$ cat config.mk
export PLATFORM = sky130hd
export DESIGN_NAME = dcr_ctrl
export DESIGN_NICKNAME = d
export VERILOG_FILES = /design/src/sv/dcr_pkg.sv /design/src/sv/dcr_ctrl.sv
export SDC_FILE = /design/constraint.sdc
export NUM_CORES = 1
export LEC_CHECK = 0
export ABC_AREA = 1
export BUFFER_PORTS_ARGS = -buffer_cell sky130_fd_sc_hd__buf_2
export CORE_MARGIN = 8
export CORE_UTILIZATION = 50
export CTS_CLUSTER_SIZE = 40
export DETAILED_ROUTE_END_ITERATION = 16
export PLACE_DENSITY_LB_ADDON = 0.12
export RECOVER_POWER = 50
export SETUP_SLACK_MARGIN = 0.4
export SYNTH_ARGS = -nofsm -noshare
export SYNTH_HDL_FRONTEND = slang
export SYNTH_SLANG_ARGS = --single-unit
$ cat constraint.sdc
create_clock -name clk -period 3.59 [get_ports clk]
set_clock_uncertainty 0.15 [all_clocks]
set_input_delay 0.359 -clock clk [delete_from_list [all_inputs] [get_ports clk]]
set_output_delay 0.359 -clock clk [all_outputs]
set_load 0.05 [all_outputs]
$ cat src/sv/dcr_pkg.sv
// Shared constants and types for the duplicate check and rank block.
// Used by the controller, the datapath, the top level and the port checker.
package dcr_pkg;

	localparam int MAX_ENTRIES = 64;
	localparam int IDX_W       = $clog2(MAX_ENTRIES);
	localparam int CNT_W       = $clog2(MAX_ENTRIES + 1);
	localparam int VALUE_W     = 32;
	localparam int RANK_W      = 6;
	localparam int STATUS_W    = 2;

	// Result status codes.
	localparam logic [STATUS_W-1:0] ST_RANK     = 2'd0;
	localparam logic [STATUS_W-1:0] ST_DUP      = 2'd1;
	localparam logic [STATUS_W-1:0] ST_SORTED   = 2'd2;
	localparam logic [STATUS_W-1:0] ST_OVERFLOW = 2'd3;

	// Commands from the controller to the datapath.
	typedef struct packed {
		logic                load;
		logic                finish;
		logic                rd_en;
		logic [IDX_W-1:0]    rd_addr;
		logic                cmp_en;
		logic [IDX_W-1:0]    cmp_idx;
		logic                shift;
		logic                emit;
		logic [STATUS_W-1:0] emit_status;
		logic                emit_final;
	} dcr_cmd_t;

	// Status from the datapath to the controller.
	typedef struct packed {
		logic [CNT_W-1:0] count;
		logic             overflow;
		logic             dup;
		logic             ascending;
	} dcr_stat_t;

endpackage

$ cat src/sv/dcr_ctrl.sv
// Controller of the duplicate check and rank block: load, check, pass, decide, output.
// Depends on dcr_pkg for the command and status types.
module dcr_ctrl (
	input  logic              clk,
	input  logic              arst_n,
	input  logic              start,
	input  logic              last,
	input  logic              skip_dup,
	input  dcr_pkg::dcr_stat_t stat,
	output logic              busy,
	output dcr_pkg::dcr_cmd_t  cmd
);

	localparam logic [2:0] S_IDLE   = 3'd0;
	localparam logic [2:0] S_CHK    = 3'd1;
	localparam logic [2:0] S_PASS   = 3'd2;
	localparam logic [2:0] S_DECIDE = 3'd3;
	localparam logic [2:0] S_OUT    = 3'd4;

	logic [2:0]                state_q, state_d;
	logic [dcr_pkg::CNT_W-1:0] k_q, k_d;
	logic [dcr_pkg::CNT_W-1:0] k_inc, k_dec;
	logic                      accept;

	assign busy   = (state_q != S_IDLE);
	assign accept = start && (state_q == S_IDLE);
	assign k_inc  = k_q + dcr_pkg::CNT_W'(1);
	assign k_dec  = k_q - dcr_pkg::CNT_W'(1);

	always_comb begin
		cmd      = '0;
		state_d  = state_q;
		k_d      = k_q;
		cmd.load = accept;
		unique case (state_q)
			S_IDLE: begin
				if (accept && last) begin
					state_d = S_CHK;
				end
			end
			S_CHK: begin
				if (stat.overflow) begin
					cmd.emit        = 1'b1;
					cmd.emit_status = dcr_pkg::ST_OVERFLOW;
					cmd.emit_final  = 1'b1;
					cmd.finish      = 1'b1;
					state_d         = S_IDLE;
				end else begin
					k_d     = '0;
					state_d = S_PASS;
				end
			end
			S_PASS: begin
				// Read entry k while entry k-1 is compared against the cell row.
				cmd.rd_en   = (k_q < stat.count);
				cmd.rd_addr = k_q[dcr_pkg::IDX_W-1:0];
				cmd.cmp_en  = (k_q != '0);
				cmd.cmp_idx = k_dec[dcr_pkg::IDX_W-1:0];
				if (k_q == stat.count) begin
					state_d = S_DECIDE;
				end else begin
					k_d = k_inc;
				end
			end
			S_DECIDE: begin
				if (stat.dup && !skip_dup) begin
					cmd.emit        = 1'b1;
					cmd.emit_status = dcr_pkg::ST_DUP;
					cmd.emit_final  = 1'b1;
					cmd.finish      = 1'b1;
					state_d         = S_IDLE;
				end else if (stat.ascending) begin
					cmd.emit        = 1'b1;
					cmd.emit_status = dcr_pkg::ST_SORTED;
					cmd.emit_final  = 1'b1;
					cmd.finish      = 1'b1;
					state_d         = S_IDLE;
				end else begin
					k_d     = '0;
					state_d = S_OUT;
				end
			end
			S_OUT: begin
				cmd.emit        = 1'b1;
				cmd.emit_status = dcr_pkg::ST_RANK;
				cmd.emit_final  = (k_inc == stat.count);
				cmd.shift       = 1'b1;
				if (k_inc == stat.count) begin
					cmd.finish = 1'b1;
					state_d    = S_IDLE;
				end else begin
					k_d = k_inc;
				end
			end
			default: begin
				state_d = S_IDLE;
			end
		endcase
	end

	always_ff @(posedge clk or negedge arst_n) begin
		if (!arst_n) begin
			state_q <= S_IDLE;
			k_q     <= '0;
		end else begin
			state_q <= state_d;
			k_q     <= k_d;
		end
	end

endmodule

# == Word level (Yosys, flattened, before mapping) ==
# Index checks and enable logic that the tools add are counted.
# word_totals
out_inout_bits,22
input_bits,15
register_bits,10
elab_cells,53
# op_classes
eq_ne,14
muxes,24
n_lt_le_gt_ge,1
n_reduce_logical,10
addsub,2
# ops
cell,count
$mux 7,5
$pmux 7 s4,1
$mux 3,5
$pmux 3 s5,1
$eq 7x7->1,2
$mux 14,1
$ne 2x2->1 const B,7
$mux 4,3
$pmux 4 s3,1
$add 7x1->7 const B,1
$lt 7x7->1,1
$reduce_bool 7->1,1
$eq 3x2->1 const B,2
$reduce_and 6->1,1
$sub 6x1->6 const B,1
$mux 1,5
$reduce_bool 4->1,1
$eq 3x1->1 const B,1
$eq 3x3->1 const B,1
$logic_and 1x1->1,3
$logic_not 3->1,1
$pmux 1 s3,1
$reduce_and 3->1,1
$reduce_bool 3->1,1
other kinds (3),3

# == Logic depth before layout (Yosys ltp) ==
# logic_depth
ltp_word,5
mapped_depth,13
ltp_nobuf,13

# == Least setup slack after synthesis ==
# OpenSTA, ideal clock, no wires.
# synth_timing
path_kind,register to output
start,register state_q[0]
end,output cmd[18] in the netlist's numbering
path_slack_ns,0.948
stages_incl_launch_ff,6
n_path_buf,0
arrival_ns,2.133
required_time_ns,3.081
path_cell_list,dfrtp_1 nor2_1 inv_2 nor2_1 inv_1 a211oi_1
# synth_lines
element,line,rtl
"start, declared",dcr_ctrl.sv:20,"logic [2:0] state_q, state_d;"
"start signal, assigned",dcr_ctrl.sv:106,state_q <= state_d;
"end, declared",dcr_ctrl.sv:11,output dcr_pkg::dcr_cmd_t cmd

==> results.toml <==
[run_status]
outcome = "finished clean"

[logic_synthesis]
ys.flop_type = "dfrtp_1"
synthArstFlopShare_pct = 100
synth_cells = 182
seq_area_frac_synth_pct = 21.8
synth-edff-count = 0
yosysTopAreaCell = "dfrtp_1"
ys_warn_count = 0
synth_top_cell_area_share_pct = 21.8
syn_area_per_cell_um2 = 6.30
synth-seq-cells = 10
synth_area_leaders = "dfrtp_1, nand2_1, ha_1"
synth_fa_ha_area_share_pct = 10.9
synth_compound_area_share_pct = 11.5
synthXorXnorAreaFrac_pct = 0
synth_area_um2 = 1150
synth.net_count = 207
synthSimpleGateAreaFrac_pct = 46.3
synth_top_family_by_area = "simple AND/OR/NAND/NOR gates"
synth_cell_types = 28
synthMuxAreaShare_pct = 0

[worst_setup_path]
cp_max_fo = 10
crit_required_ps = 3080
rr_startpoint = "k_q[0]$_DFFE_PN0P_"
rr_endpoint = "k_q[5]$_DFFE_PN0P_"
arrival_ps = 2440
critPathKind = "reg2out"
r2r_slack_ps = 1160
end_kind = "output pin"
startpoint_type = "register"
reg2reg_depth = 12

[sta]
slew_headroom_pct = 59.9
timing_hold_violations_final = 0
worstMarginPinSlew_ps = 604
fmax_mhz = 339
fin_setup_tns_ps = 0
setup-violations-final = 0
slew_viol_final = 0
grt_setup_unrepaired = "false"
fin_crit_sh_pct = 82.1
fin_crit_ps = 2950

[floorplan]
die_h_um = 63.9
die_x_um = 63.9
rows = 17
die-area_um2 = 4080
io_pins = 37
fp.coreArea_um2 = 2190
start_util_pct = 52.4

[finish]
utilization_pct = 62.1
final_cell_area_um2 = 1360
fin_cells = 249
antenna_cells = 0
fin_nets = 247
area_growth_pct = 18.6
drive_above_1_share_pct = 21.7

[cts]
h-tree-depth = 1
cts.hold.buffers_added = 1
cts_tree = "built"
cts_root_buf = "clkbuf_4"
clock_sinks = 10
insertion_delay_ps = 260
cts_buffer_depth = 2
post-cts-setup-buffers = 0
cts_resized = 0
cts_buffers = 3
clk_pin_slew_ps = 60

[worst_hold_path]
min_to = "state_q[1]$_DFFE_PN0P_"
hp-start = "stat[2]"
hold_path.class = "in2reg"
hold_path_depth = 2

[route]
dr.first_iter.drc_count = 62
drc = 0
first_pass_iters = 4
ant_nets = 0
viasPerCell = 5.08
routed_wl_mm = 3.08
num_vias = 1265
wl_per_cell_um = 12.4

[job]
cap_violations = 0

[placed_design]
io_buffers = 36
dp.cells = 244
hpwl_mm = 2.60
place_area_um2 = 1350
gp_congestion = 0.947

[global_route]
grt_max_degree = 15
grt_pass1_vias = 1235
grt_usage_pct = 14.8
grt_pass1_wl_mm = 5.20
grt.overflow.total = 0
antenna_found_initial = 0

[power]
p_leak_nw = 0.759
peakVddDrop_mv = 0.654
powerDensity_nw_per_um2 = 675
-- Yosys cell counts, types with 2 or more instances --
cell type and count:
nand2_1 48, nor2_4 2, nand3_1 16, nor3_1 4, dfrtp_1 10, o21ai_1 2
nand2_2 7, inv_1 22, a21oi_1 9, nor2_1 28, nand4_1 2, ha_1 10
o21ai_0 5, inv_2 3
-- cells in the final DEF, fill, tap and decap left out, types with 2 or more instances in the layout --
cell and instances:
nand2_1 49, nor2_1 29, buf_2 29, inv_1 22
nand3_1 17, ha_1 10, dfrtp_1 10, a21oi_1 9
nand2_2 7, clkbuf_1 7, o21ai_0 5, nor3_1 4
clkbuf_4 3, inv_2 2, clkinv_1 2, o21ai_1 2
nand4_1 2
-- sequential cells by signal (all words and copies together) (netlist names) --
register and count:
k_q 7, state_q 3
-- routing by layer --
| layer | vias up | track usage (%) | wire length, µm |
|---|---|---|---|
| met5 | - | 0 | 0 |
| met4 | 0 | 2.51 | 19 |
| met3 | 2 | 4.18 | 179 |
| met2 | 38 | 27.2 | 1550 |
| met1 | 562 | 16.5 | 1330 |
| li1 | 663 | - | - |
-- worst max path at each step --
stage,from,to,slack [ps],cells past startpoint
after floorplan,state_q[0]$_DFFE_PN0P_,cmd[18],950,5
after global placement,k_q[0]$_DFFE_PN0P_,cmd[19],1180,11
after detailed placement,k_q[0]$_DFFE_PN0P_,cmd[0],1090,11
after CTS,k_q[0]$_DFFE_PN0P_,cmd[0],800,11
after global routing,k_q[0]$_DFFE_PN0P_,cmd[19],330,11
final,k_q[0]$_DFFE_PN0P_,cmd[0],640,11
-- cells by family (layout without fill, tap and decap cells) --
logic type / after synthesis / count (layout)
simple gates: 113 / 113
buf+inv: 28 / 67
compound gates: 21 / 21
fa+ha+maj: 10 / 10
flops: 10 / 10
-- metrics by stage --
stage	total power, mW	hold slack, ps	setup slack, ps
finish	0.919	147	641
global route	0.993	130	327
CTS	0.949	140	799
detailed placement	0.846	80.4	1090
global placement	0.832	74.9	1180
floorplan	0.707	-86.6	948
-- where the power goes --
part	total (mW)	internal (mW)	leakage [nW]	switching, mW
Clock	0.0985	0.0615	0.0210	0.0370
Sequential	0.161	0.133	0.136	0.0283
Combinational	0.660	0.147	0.602	0.513
-- critical path: stages (launching register included) --
cell and delay, ps:
dfrtp_1 430, inv_1 150, ha_1 330, inv_1 70
a21oi_1 130, o21ai_0 100, nor2_1 130, nand3_2 70
nor2_1 120, nand3_1 270, nand2_1 130, buf_2 270
-- area by class of cell --
cell class                      instances  area (µm²)
Tap cell                               28        35.0
Inverter                               26        97.6
Fill cell                             221         830
Multi-Input combinational cell        144         761
Timing Repair Buffer                   37         181
Clock buffer                            4        36.3
Sequential cell                        10         250
Note: power is estimated with default switching activity, not from simulation.
